File: src/rtl/scroll_address_register_unit_assert.svh
// ---------------------------------------------------------------------------
// scroll address register unit assertion macros
// shared concurrent assertion forms clocked on i_clk
// ---------------------------------------------------------------------------
`ifndef SCROLL_ADDRESS_REGISTER_UNIT_ASSERT_SVH
`define SCROLL_ADDRESS_REGISTER_UNIT_ASSERT_SVH

// checked only outside reset
`define SAR_ASSERT(lbl, prop, msg) \
    lbl: assert property (@(posedge i_clk) disable iff (!i_rst_n) prop) else $error(msg);

// checked in and out of reset
`define SAR_ASSERT_ALWAYS(lbl, prop, msg) \
    lbl: assert property (@(posedge i_clk) prop) else $error(msg);

`endif

File: src/rtl/sar_pkg.sv
// ---------------------------------------------------------------------------
// sar_pkg
// types and constants of the scroll and address register unit
// ---------------------------------------------------------------------------
package sar_pkg;

    // action codes of the command word
    typedef enum logic [3:0] {
        ACT_CTRL_WR   = 4'd0,
        ACT_SCROLL_WR = 4'd1,
        ACT_ADDR_WR   = 4'd2,
        ACT_STATUS_RD = 4'd3,
        ACT_DATA      = 4'd4,
        ACT_INC_X     = 4'd5,
        ACT_INC_Y     = 4'd6,
        ACT_COPY_X    = 4'd7,
        ACT_COPY_Y    = 4'd8,
        ACT_NONE      = 4'd9
    } t_action;

    localparam logic [13:0] TILE_BASE  = 14'h2000;
    localparam logic [13:0] ATTR_BASE  = 14'h23C0;
    localparam logic [4:0]  COARSE_MAX = 5'd31;
    localparam logic [4:0]  ROW_LAST   = 5'd29;
    localparam logic [2:0]  FINE_MAX   = 3'd7;
    localparam logic [14:0] STEP_ONE   = 15'd1;
    localparam logic [14:0] STEP_ROW   = 15'd32;

    // architectural register set
    typedef struct packed {
        logic [14:0] cur_addr;
        logic [14:0] tmp_addr;
        logic [2:0]  fine_x;
        logic        second_write;
        logic        step_by_32;
        logic        bg_table_high;
    } t_regs;

    // result word
    typedef struct packed {
        logic [14:0] vram_address;
        logic [13:0] tile_fetch_address;
        logic [13:0] attribute_fetch_address;
        logic [2:0]  attribute_shift;
        logic [12:0] pattern_low_address;
        logic [2:0]  fine_x_scroll;
        logic        write_toggle;
    } t_result;

endpackage

File: src/rtl/sar_if.sv
// ---------------------------------------------------------------------------
// sar channel interfaces
// command and result channels with valid/ready handshake
// ---------------------------------------------------------------------------

// command channel
interface sar_cmd_if;
    logic        valid;
    logic        ready;
    logic [3:0]  action;
    logic [7:0]  data_byte;
    logic        writes_enabled;
    logic [7:0]  tile_number;

    modport source (output valid, action, data_byte, writes_enabled, tile_number,
                    input ready);
    modport sink   (input valid, action, data_byte, writes_enabled, tile_number,
                    output ready);
endinterface

// result channel
interface sar_res_if;
    logic        valid;
    logic        ready;
    logic [14:0] vram_address;
    logic [13:0] tile_fetch_address;
    logic [13:0] attribute_fetch_address;
    logic [2:0]  attribute_shift;
    logic [12:0] pattern_low_address;
    logic [2:0]  fine_x_scroll;
    logic        write_toggle;

    modport source (output valid, vram_address, tile_fetch_address,
                    attribute_fetch_address, attribute_shift,
                    pattern_low_address, fine_x_scroll, write_toggle,
                    input ready);
    modport sink   (input valid, vram_address, tile_fetch_address,
                    attribute_fetch_address, attribute_shift,
                    pattern_low_address, fine_x_scroll, write_toggle,
                    output ready);
endinterface

File: src/rtl/sar_next.sv
// ---------------------------------------------------------------------------
// sar_next
// next value of the scroll and address registers for one action
// ---------------------------------------------------------------------------
module sar_next (
    input  sar_pkg::t_regs  i_regs,
    input  logic [3:0]      i_action,
    input  logic [7:0]      i_data_byte,
    input  logic            i_writes_enabled,
    output sar_pkg::t_regs  o_regs
);
    import sar_pkg::*;

    logic [14:0] v;
    logic [14:0] t;
    logic [14:0] v_inc_x;
    logic [14:0] v_inc_y;
    logic [4:0]  coarse_y;
    logic [14:0] t_addr_lo;

    assign v = i_regs.cur_addr;
    assign t = i_regs.tmp_addr;

    // coarse x step with horizontal nametable flip
    always_comb begin
        v_inc_x = v;
        if (v[4:0] == COARSE_MAX) begin
            v_inc_x[4:0] = '0;
            v_inc_x[10]  = ~v[10];
        end else begin
            v_inc_x[4:0] = v[4:0] + 5'd1;
        end
    end

    // fine y / coarse y step, row 29 flips the vertical nametable
    always_comb begin
        v_inc_y  = v;
        coarse_y = v[9:5];
        if (v[14:12] != FINE_MAX) begin
            v_inc_y[14:12] = v[14:12] + 3'd1;
        end else begin
            v_inc_y[14:12] = '0;
            if (coarse_y == ROW_LAST) begin
                v_inc_y[9:5] = '0;
                v_inc_y[11]  = ~v[11];
            end else if (coarse_y == COARSE_MAX) begin
                v_inc_y[9:5] = '0;
            end else begin
                v_inc_y[9:5] = coarse_y + 5'd1;
            end
        end
    end

    // second address byte goes into t and then into v
    assign t_addr_lo = {t[14:8], i_data_byte};

    // action decode
    always_comb begin
        o_regs = i_regs;
        unique case (t_action'(i_action))
            ACT_CTRL_WR: begin
                if (i_writes_enabled) begin
                    o_regs.tmp_addr[11:10] = i_data_byte[1:0];
                    o_regs.step_by_32      = i_data_byte[2];
                    o_regs.bg_table_high   = i_data_byte[4];
                end
            end
            ACT_SCROLL_WR: begin
                if (i_writes_enabled) begin
                    if (!i_regs.second_write) begin
                        o_regs.tmp_addr[4:0] = i_data_byte[7:3];
                        o_regs.fine_x        = i_data_byte[2:0];
                        o_regs.second_write  = 1'b1;
                    end else begin
                        o_regs.tmp_addr[9:5]   = i_data_byte[7:3];
                        o_regs.tmp_addr[14:12] = i_data_byte[2:0];
                        o_regs.second_write    = 1'b0;
                    end
                end
            end
            ACT_ADDR_WR: begin
                if (i_writes_enabled) begin
                    if (!i_regs.second_write) begin
                        o_regs.tmp_addr[13:8] = i_data_byte[5:0];
                        o_regs.tmp_addr[14]   = 1'b0;
                        o_regs.second_write   = 1'b1;
                    end else begin
                        o_regs.tmp_addr     = t_addr_lo;
                        o_regs.cur_addr     = t_addr_lo;
                        o_regs.second_write = 1'b0;
                    end
                end
            end
            ACT_STATUS_RD: begin
                o_regs.second_write = 1'b0;
            end
            ACT_DATA: begin
                o_regs.cur_addr = v + (i_regs.step_by_32 ? STEP_ROW : STEP_ONE);
            end
            ACT_INC_X: begin
                o_regs.cur_addr = v_inc_x;
            end
            ACT_INC_Y: begin
                o_regs.cur_addr = v_inc_y;
            end
            ACT_COPY_X: begin
                o_regs.cur_addr[4:0] = t[4:0];
                o_regs.cur_addr[10]  = t[10];
            end
            ACT_COPY_Y: begin
                o_regs.cur_addr[9:5]   = t[9:5];
                o_regs.cur_addr[11]    = t[11];
                o_regs.cur_addr[14:12] = t[14:12];
            end
            default: begin
                o_regs = i_regs;
            end
        endcase
    end

endmodule

File: src/rtl/sar_fetch.sv
// ---------------------------------------------------------------------------
// sar_fetch
// background fetch addresses formed from the register set
// ---------------------------------------------------------------------------
module sar_fetch (
    input  sar_pkg::t_regs    i_regs,
    input  logic [7:0]        i_tile_number,
    output sar_pkg::t_result  o_res
);
    import sar_pkg::*;

    logic [14:0] v;

    assign v = i_regs.cur_addr;

    // address formatting
    always_comb begin
        o_res.vram_address            = v;
        o_res.tile_fetch_address      = TILE_BASE | {2'b00, v[11:0]};
        o_res.attribute_fetch_address = ATTR_BASE | {2'b00, v[11:10], 4'b0000,
                                                     v[9:7], v[4:2]};
        o_res.attribute_shift         = {v[6], v[1], 1'b0};
        o_res.pattern_low_address     = {i_regs.bg_table_high, i_tile_number,
                                         1'b0, v[14:12]};
        o_res.fine_x_scroll           = i_regs.fine_x;
        o_res.write_toggle            = i_regs.second_write;
    end

endmodule

File: src/rtl/scroll_address_register_unit.sv
// ---------------------------------------------------------------------------
// scroll_address_register_unit
// scroll/address register set of a tile video chip with fetch addresses
// ---------------------------------------------------------------------------
//   channel  dir  handshake    word
//   i_cmd    in   valid/ready  action, data_byte, writes_enabled, tile_number
//   o_res    out  valid/ready  v, tile/attr/pattern addresses, fine x, toggle
//
// one command word per cycle while i_cmd.ready is high; its result appears in the cycle
// after acceptance, set by the single result register after the register update logic
// synchronous active-low reset clears the scroll registers and the result valid
// i_cmd.ready drops only while a result is held and o_res.ready is low
// ---------------------------------------------------------------------------
`include "scroll_address_register_unit_assert.svh"

module scroll_address_register_unit (
    input  logic          i_clk,
    input  logic          i_rst_n,
    sar_cmd_if.sink       i_cmd,
    sar_res_if.source     o_res
);
    import sar_pkg::*;

    t_regs   r_regs;
    t_regs   n_regs;
    t_result r_res;
    t_result n_res;
    logic    r_valid;
    logic    cmd_acc;

    // handshake
    assign i_cmd.ready = !r_valid || o_res.ready;
    assign cmd_acc     = i_cmd.valid && i_cmd.ready;

    // register update for the action
    sar_next u_next (
        .i_regs           (r_regs),
        .i_action         (i_cmd.action),
        .i_data_byte      (i_cmd.data_byte),
        .i_writes_enabled (i_cmd.writes_enabled),
        .o_regs           (n_regs)
    );

    // fetch addresses from the updated registers
    sar_fetch u_fetch (
        .i_regs        (n_regs),
        .i_tile_number (i_cmd.tile_number),
        .o_res         (n_res)
    );

    // architectural registers
    always_ff @(posedge i_clk) begin
        if (!i_rst_n) begin
            r_regs <= '0;
        end else if (cmd_acc) begin
            r_regs <= n_regs;
        end
    end

    // result valid
    always_ff @(posedge i_clk) begin
        if (!i_rst_n) begin
            r_valid <= 1'b0;
        end else if (cmd_acc) begin
            r_valid <= 1'b1;
        end else if (o_res.ready) begin
            r_valid <= 1'b0;
        end
    end

    // result word
    always_ff @(posedge i_clk) begin
        if (cmd_acc) begin
            r_res <= n_res;
        end
    end

    // result outputs
    assign o_res.valid                   = r_valid;
    assign o_res.vram_address            = r_res.vram_address;
    assign o_res.tile_fetch_address      = r_res.tile_fetch_address;
    assign o_res.attribute_fetch_address = r_res.attribute_fetch_address;
    assign o_res.attribute_shift         = r_res.attribute_shift;
    assign o_res.pattern_low_address     = r_res.pattern_low_address;
    assign o_res.fine_x_scroll           = r_res.fine_x_scroll;
    assign o_res.write_toggle            = r_res.write_toggle;

    // assertions
    `SAR_ASSERT(a_acc_gives_result, cmd_acc |=> r_valid,
        "accepted word gave no result")
    `SAR_ASSERT(a_status_clears,
        (cmd_acc && i_cmd.action == ACT_STATUS_RD) |=> !r_regs.second_write,
        "status read left toggle set")
    `SAR_ASSERT(a_regs_hold, !cmd_acc |=> $stable(r_regs),
        "registers changed without a word")
    `SAR_ASSERT(a_result_tracks_v,
        r_valid |-> (r_res.vram_address == r_regs.cur_addr),
        "result v differs from register")
    `SAR_ASSERT_ALWAYS(a_reset_empty, !i_rst_n |=> !r_valid,
        "result valid after reset")

endmodule

File: src/flat_wrapper.sv
// flat-port wrapper written by rule: the top's interface ports become plain ports
module scroll_address_register_unit_flat import sar_pkg::*;
  (i_clk, i_rst_n, i_cmd_valid, i_cmd_action, i_cmd_data_byte, i_cmd_writes_enabled, i_cmd_tile_number, i_cmd_ready, o_res_valid, o_res_vram_address, o_res_tile_fetch_address, o_res_attribute_fetch_address, o_res_attribute_shift, o_res_pattern_low_address, o_res_fine_x_scroll, o_res_write_toggle, o_res_ready);
  sar_cmd_if i_cmd_i ();
  sar_res_if o_res_i ();
  input  logic i_clk;
  input  logic i_rst_n;
  input wire logic [$bits(i_cmd_i.valid)-1:0] i_cmd_valid;
  input wire logic [$bits(i_cmd_i.action)-1:0] i_cmd_action;
  input wire logic [$bits(i_cmd_i.data_byte)-1:0] i_cmd_data_byte;
  input wire logic [$bits(i_cmd_i.writes_enabled)-1:0] i_cmd_writes_enabled;
  input wire logic [$bits(i_cmd_i.tile_number)-1:0] i_cmd_tile_number;
  output wire logic [$bits(i_cmd_i.ready)-1:0] i_cmd_ready;
  output wire logic [$bits(o_res_i.valid)-1:0] o_res_valid;
  output wire logic [$bits(o_res_i.vram_address)-1:0] o_res_vram_address;
  output wire logic [$bits(o_res_i.tile_fetch_address)-1:0] o_res_tile_fetch_address;
  output wire logic [$bits(o_res_i.attribute_fetch_address)-1:0] o_res_attribute_fetch_address;
  output wire logic [$bits(o_res_i.attribute_shift)-1:0] o_res_attribute_shift;
  output wire logic [$bits(o_res_i.pattern_low_address)-1:0] o_res_pattern_low_address;
  output wire logic [$bits(o_res_i.fine_x_scroll)-1:0] o_res_fine_x_scroll;
  output wire logic [$bits(o_res_i.write_toggle)-1:0] o_res_write_toggle;
  input wire logic [$bits(o_res_i.ready)-1:0] o_res_ready;
  assign i_cmd_i.valid = i_cmd_valid;
  assign i_cmd_i.action = i_cmd_action;
  assign i_cmd_i.data_byte = i_cmd_data_byte;
  assign i_cmd_i.writes_enabled = i_cmd_writes_enabled;
  assign i_cmd_i.tile_number = i_cmd_tile_number;
  assign i_cmd_ready = i_cmd_i.ready;
  assign o_res_valid = o_res_i.valid;
  assign o_res_vram_address = o_res_i.vram_address;
  assign o_res_tile_fetch_address = o_res_i.tile_fetch_address;
  assign o_res_attribute_fetch_address = o_res_i.attribute_fetch_address;
  assign o_res_attribute_shift = o_res_i.attribute_shift;
  assign o_res_pattern_low_address = o_res_i.pattern_low_address;
  assign o_res_fine_x_scroll = o_res_i.fine_x_scroll;
  assign o_res_write_toggle = o_res_i.write_toggle;
  assign o_res_i.ready = o_res_ready;
  scroll_address_register_unit u_core (.i_clk(i_clk), .i_rst_n(i_rst_n), .i_cmd(i_cmd_i), .o_res(o_res_i));
endmodule
File: config.mk
export PLATFORM = sky130hd
export DESIGN_NAME = scroll_address_register_unit_flat
export DESIGN_NICKNAME = d
export VERILOG_FILES = /design/src/rtl/sar_pkg.sv /design/src/rtl/sar_if.sv /design/src/rtl/sar_next.sv /design/src/rtl/sar_fetch.sv /design/src/rtl/scroll_address_register_unit.sv /design/src/flat_wrapper.sv
export VERILOG_INCLUDE_DIRS = /design/src /design/src/rtl
export SDC_FILE = /design/constraint.sdc
export NUM_CORES = 1
export LEC_CHECK = 0
export BUFFER_PORTS_ARGS = -buffer_cell sky130_fd_sc_hd__buf_2
export CAP_MARGIN = 20
export CORE_MARGIN = 3
export CORE_UTILIZATION = 55
export DETAILED_ROUTE_END_ITERATION = 7
export GPL_TIMING_DRIVEN = 1
export PLACE_DENSITY = 0.85
export SYNTH_ARGS = -nofsm -noshare
export SYNTH_HDL_FRONTEND = slang
export SYNTH_SLANG_ARGS = --single-unit
File: constraint.sdc
create_clock -name i_clk -period 2.9 [get_ports i_clk]
set_clock_uncertainty 0.2 [all_clocks]
set_input_delay 0.435 -clock i_clk [delete_from_list [all_inputs] [get_ports i_clk]]
set_output_delay 0.435 -clock i_clk [all_outputs]
set_load 0.005 [all_outputs]
; Word-level counts from Yosys, hierarchy flattened
; Index checks and enable logic that the tools add are counted.
[op_classes]
n_addsub = 4
bitwise_logic = 2
mux = 34
reduce_logical = 12
multipliers = 0
n_lt_le_gt_ge = 0
eq_ne = 19
shift = 0
div_mod_pow = 0
[op_table]
columns = operator, n
row1 = $pmux 5 s4, 2
row2 = $mux 30, 1
row3 = $mux 5, 5
row4 = $pmux 10 s2, 1
row5 = $reduce_and 6->1, 3
row6 = $eq 4x3->1 const B, 4
row7 = $mux 8, 2
row8 = $pmux 4 s4, 1
row9 = $add 15x6->15, 1
row10 = $eq 5x5->1 const B, 3
row11 = $mux 15, 1
row12 = $mux 14, 1
row13 = $mux 3, 4
row14 = $add 5x1->5 const B, 2
row15 = $ne 2x2->1 const B, 5
row16 = $mux 1, 9
row17 = $eq 4x2->1 const B, 2
row18 = $mux 7, 1
row19 = $mux 6, 1
row20 = $pmux 3 s2, 1
row21 = $reduce_bool 2->1, 3
row22 = $reduce_and 5->1, 1
row23 = $eq 4x1->1 const B, 1
row24 = $eq 4x4->1 const B, 1
row25 = 13 further kinds, 15
[totals]
latchBits = 0
wordCells = 88
output_inout_bits = 65
rom_bits = 0
ramBits = 0
memories = 0
regBits = 90
input_bits = 25

; Logic depth before layout (Yosys ltp)
[depth]
ltp_word = 5
ltp_mapped = 8
mapped_depth_nobuf = 8

; Hierarchy
; Synthesis repeated with hierarchy kept, for this count alone.
[unflattened]
hier_cells = 517
hier_area_um2 = 5427.7
[modules_own_cells]
columns = module, cells_each, instances, seq_area_each_um2, area_per_inst_um2
row1 = scroll_address_register_unit, 224, 1, 2632.5, 3409.5
row2 = sar_next, 228, 1, 0.0, 1537.7
row3 = sar_fetch, 65, 1, 0.0, 480.5

; Least setup slack after synthesis
; Ideal clock, no wire load.
[synth_path]
kind = input to register
from = input o_res_ready
to = register u_core.r_res (netlist bit u_core.o_res.fine_x_scroll[0]), enable pin
setup_ps = 403
arrival_time_ps = 1856
slack_ps = 441
t_required_ps = 2297
cell_stages = 4
n_path_buf = 1
cell_sequence = nand2b_1 > nand2_1 > clkinv_1 > buf_1
[synth_via]
elab_chain_cells = 2
[synth_rtl]
columns = item, line
row1 = from (decl), flat_wrapper.sv:22  ; input wire logic [$bits(o_res_i.ready)-1:0] o_res_ready;
row2 = $logic_or 1x1->1, scroll_address_register_unit.sv:32  ; assign i_cmd.ready = !r_valid || o_res.ready;
row3 = $logic_and 1x1->1, scroll_address_register_unit.sv:33  ; assign cmd_acc = i_cmd.valid && i_cmd.ready;
row4 = via u_core.cmd_acc, scroll_address_register_unit.sv:29  ; logic cmd_acc;
row5 = to (signal assigned), scroll_address_register_unit.sv:74  ; r_res <= n_res;
row6 = to (decl), scroll_address_register_unit.sv:26  ; t_result r_res;
; The timed path passes the listed nets, and every way through them passes these cells.
; A chain may end at the register's enable or synchronous reset.

; Worst setup path after layout
[layout_path]
from = register u_core.r_regs[26] (netlist bit)
to = register u_core.r_regs[32] (netlist bit)
[layout_via]
elab_chain_cells = 4
word_cells_on_any_way = 5
cone_classes = 1 x add/sub / 1 x eq/ne / 3 x mux
[layout_rtl]
columns = item, line
row1 = from (decl), scroll_address_register_unit.sv:24  ; t_regs r_regs;
row2 = from (signal assigned), scroll_address_register_unit.sv:56  ; r_regs <= n_regs;
row3 = branches (longest 3 deep; another with $add 15x6->15), n/a
row4 = $pmux 4 s4 (*), sar_next.sv:60  ; unique case (t_action'(i_action))
; Mark *: on every way between the ends.

==> metrics.txt <==
final hold vios 0; Post-Layout Cell Count 584; clk_lat worst skew about 0.36 ns; largest family of logic cells by synthesized area compound AO/OA/AOI/OAI gates; Clock Root Buffer clkbuf_8; final wirelength around 10000 um; Yosys reg bits 65; CP Buf/Inv Count 0; worst path arrival time approximately 2.5 ns; number of global-route vias before repair ~3300; hold buffers post-CTS 0; Fin Setup TNS 0 ns; Post-synth top flop dfxtp_1; hpwl dp 7190 um; overall routing resource usage about a quarter; Slew HR approximately 55%; crit-path leading delay family compound AO/OA/AOI/OAI gates; Area contributors post-synth edfxtp_1 (21%), dfxtp_1 (18%), buf_4 (7.4%); Final Max Tran Viols 0; per-cell routed wire length about 17 um; Worst Hold Class input pin to flip-flop; Hold Slack 0.0471 ns; PwrDens roughly 490 mW/mm2; worst hold path depth 1; share of total power in combinational logic between 10% and 20%; number of DRC markers in iteration 0 299; Endpoint, Worst Hold u_core.o_res.pattern_low_address[5]; FMAX around 400 MHz; total die area approximately 0.0084 mm2; CP cell instances ha_1 -> and2_1 -> a31oi_1 -> o21ai_1 -> and4_1 -> a221oi_1; initial antenna violation count 0; fin util a little under two thirds; FF-to-FF path depth 6; die width just over 90 um; Sw Ratio about a quarter; Synth top area share 20.8%; share of cells above drive strength 1 about a quarter; Die Y around 90 um; CP max FO 7; Adder-Cell Fraction of Synth Area under 10%; Ports 90; Cells after Synth ~440; # resized after CTS 0; largest net degree at the start of global routing 29; DR vias/cell ~6.0; Worst-path clk slew 0.08 ns; YS warnings 0; Sw Pwr slightly below 0.0006 W; cell taking the most area after synthesis edfxtp_1; crit path kind flip-flop to flip-flop; DR vias 3533; sequential fraction of design power approximately 47%; Critical Path RT around 3 ns; reg2reg start u_core.r_regs[26]; RSZ-0062 raised after global routing no; CTS tree built; Worst path max stage delay around 0.5 ns; maximum VDD drop roughly 0.29 mV; proportion of synthesized area in mux cells between 6 and 7%; PortBufs between 70 and 80; Inserted Diodes 0; syn avg cell area just over 9 um2; Synth Area in XOR/XNOR less than 1%; GRT Residual Overflow 0; Critical Path Source Type flip-flop; H-tree depth 3; fin crit share a little under nine tenths; measured slew at the worst slew-check pin 0.672 ns; routability cong. just under 1; # nets final around 520; # setup viols final 0; dpl cells 568; hold_sp i_cmd_tile_number[1]; clock sinks 65; antenna viol nets, final 0; EDFF count, synth 28; Post-Synth Simple-Gate Area 18.5%; core area 0.00698 mm2; Setup crit end kind flip-flop; Worst R2R End u_core.r_regs[32]; synthesis-to-layout area growth 10.2%; Starting Density 58.0%; post-synthesis compound-gate area fraction roughly a fifth; status complete, no violations; first-pass GRT wire length approximately 16000 um; asr flop ratio synth 0%; FF-to-FF setup slack approximately 0.43 ns; CTS max path bufs 2; DRC Markers 0; Lkg Pwr 1.90 nW; Crit-path slowest cell dfxtp_1; crit path time final 2.47 ns; Synth cell types 73; Clock power frac slightly above 40%; Seq/Total Area, Yosys about two fifths; post-synthesis cell area 0.00405 mm2; number of max-cap violations 0; Fill cells 601; DRT Pass-1 Iters 5; Internal Power 0.00162 W; post-CTS setup buffers 0; Site Rows 30; Num CTS Buffers 9
==> kinds of logic (layout without fill, tap and decap cells) <==
family	count (synthesis)	in the layout
simple gates	137	137
compound gates	124	124
buf+inv	74	113
flops	65	65
mux	24	24
fa+ha+maj	11	11
xor+xnor	4	4
other cells	2	10
==> sequential cells by signal (all words and copies together) (netlist names) <==
| name | count |
|---|---|
| u_core.o_res.pattern_low_address | 10 |
| u_core.r_regs | 36 |
| u_core.o_res.valid | 1 |
| u_core.o_res.vram_address | 14 |
| u_core.o_res.write_toggle | 1 |
| u_core.o_res.fine_x_scroll | 3 |
==> placed cells by master, fill, tap and decap left out, types with 5 or more instances in the layout <==
master / synthesis / routed
and3_1: 5 / 5
mux2i_1: 14 / 14
a22oi_1: 5 / 5
nand3_1: 16 / 16
or2_1: 7 / 7
mux2_2: 5 / 5
buf_2: 6 / 79
conb_1: 2 / 10
dfxtp_1: 37 / 37
a21oi_1: 22 / 22
inv_1: 11 / 11
nor2_1: 26 / 26
a31oi_1: 18 / 18
ha_1: 11 / 11
mux2_1: 5 / 5
buf_4: 40 / 6
edfxtp_1: 28 / 28
nor3b_1: 5 / 5
nand2_1: 39 / 39
nand2b_1: 6 / 6
clkbuf_8: 0 / 10
o21ai_0: 28 / 28
==> power groups by stage <==
stage | logic [W] | clock network [W] | registers, W
floorplan | 0.000214 | 0 | 0.00105
global placement | 0.000269 | 0 | 0.00106
detailed placement | 0.000274 | 0 | 0.00106
CTS | 0.000275 | 0.000888 | 0.00104
global route | 0.000306 | 0.000933 | 0.00104
finish | 0.000277 | 0.000891 | 0.00104
==> cell type report <==
cell class                 instances  area, um2  area share (%)
sequential                        65       1580            35.5
tap                               96        120            2.69
inverter                          12       45.0            1.01
clock buffer                      10        138            3.09
multi-input combinational        310       2050            45.9
clock inverter                     6       90.1            2.02
timing repair buffer              85        440            9.87
==> Yosys cell counts (4+ instances only) <==
| cell | count |
|---|---|
| nor3b_1 | 5 |
| mux2_1 | 5 |
| dfxtp_1 | 37 |
| o21ai_1 | 4 |
| nand2_1 | 39 |
| nor2_1 | 26 |
| a22o_1 | 4 |
| nand2b_1 | 6 |
| edfxtp_1 | 28 |
| buf_4 | 40 |
| nor3_1 | 4 |
| a21oi_1 | 22 |
| a31oi_1 | 18 |
| nand3_1 | 16 |
| buf_2 | 6 |
| mux2i_1 | 14 |
| and2_1 | 4 |
| nor2b_1 | 4 |
| and3_1 | 5 |
| mux2_2 | 5 |
| clkbuf_1 | 13 |
| inv_1 | 11 |
| ha_1 | 11 |
| or2_1 | 7 |
| a22oi_1 | 5 |
| o21ai_0 | 28 |
==> per-stage QoR <==
step / setup slack (ns) / area (um2) / power (W)
CTS: 0.510 / 4460 / 0.00220
detailed placement: 0.359 / 4230 / 0.00133
global route: 0.276 / 4460 / 0.00228
finish: 0.434 / 4460 / 0.00221
global placement: 0.377 / 4230 / 0.00133
floorplan: 0.441 / 4080 / 0.00126
==> worst max-delay path by stage <==
stage | start | endpoint | slack (ns) | cells after the start
finish | u_core.r_regs[26] | u_core.r_regs[32] | 0.43 | 6
global route | u_core.r_regs[27] | u_core.r_regs[28] | 0.28 | 8
CTS | u_core.r_regs[26] | u_core.r_regs[32] | 0.51 | 6
detailed placement | i_cmd_action[1] | u_core.o_res.vram_address[10] | 0.36 | 6
global placement | i_cmd_action[1] | u_core.o_res.vram_address[10] | 0.38 | 6
floorplan | o_res_ready | u_core.o_res.fine_x_scroll[0] | 0.44 | 4
==> per-layer routing <==
| layer | vias up | track usage, % | part of all wire, % |
|---|---|---|---|
| li1 | 1667 | - | - |
| met1 | 1652 | 31.2 | 42 |
| met2 | 195 | 39.3 | 47 |
| met3 | 19 | 4.76 | 9.6 |
| met4 | 0 | 9.90 | 2.1 |
| met5 | - | 0 | 0 |
(Power assumes the default switching activity.)
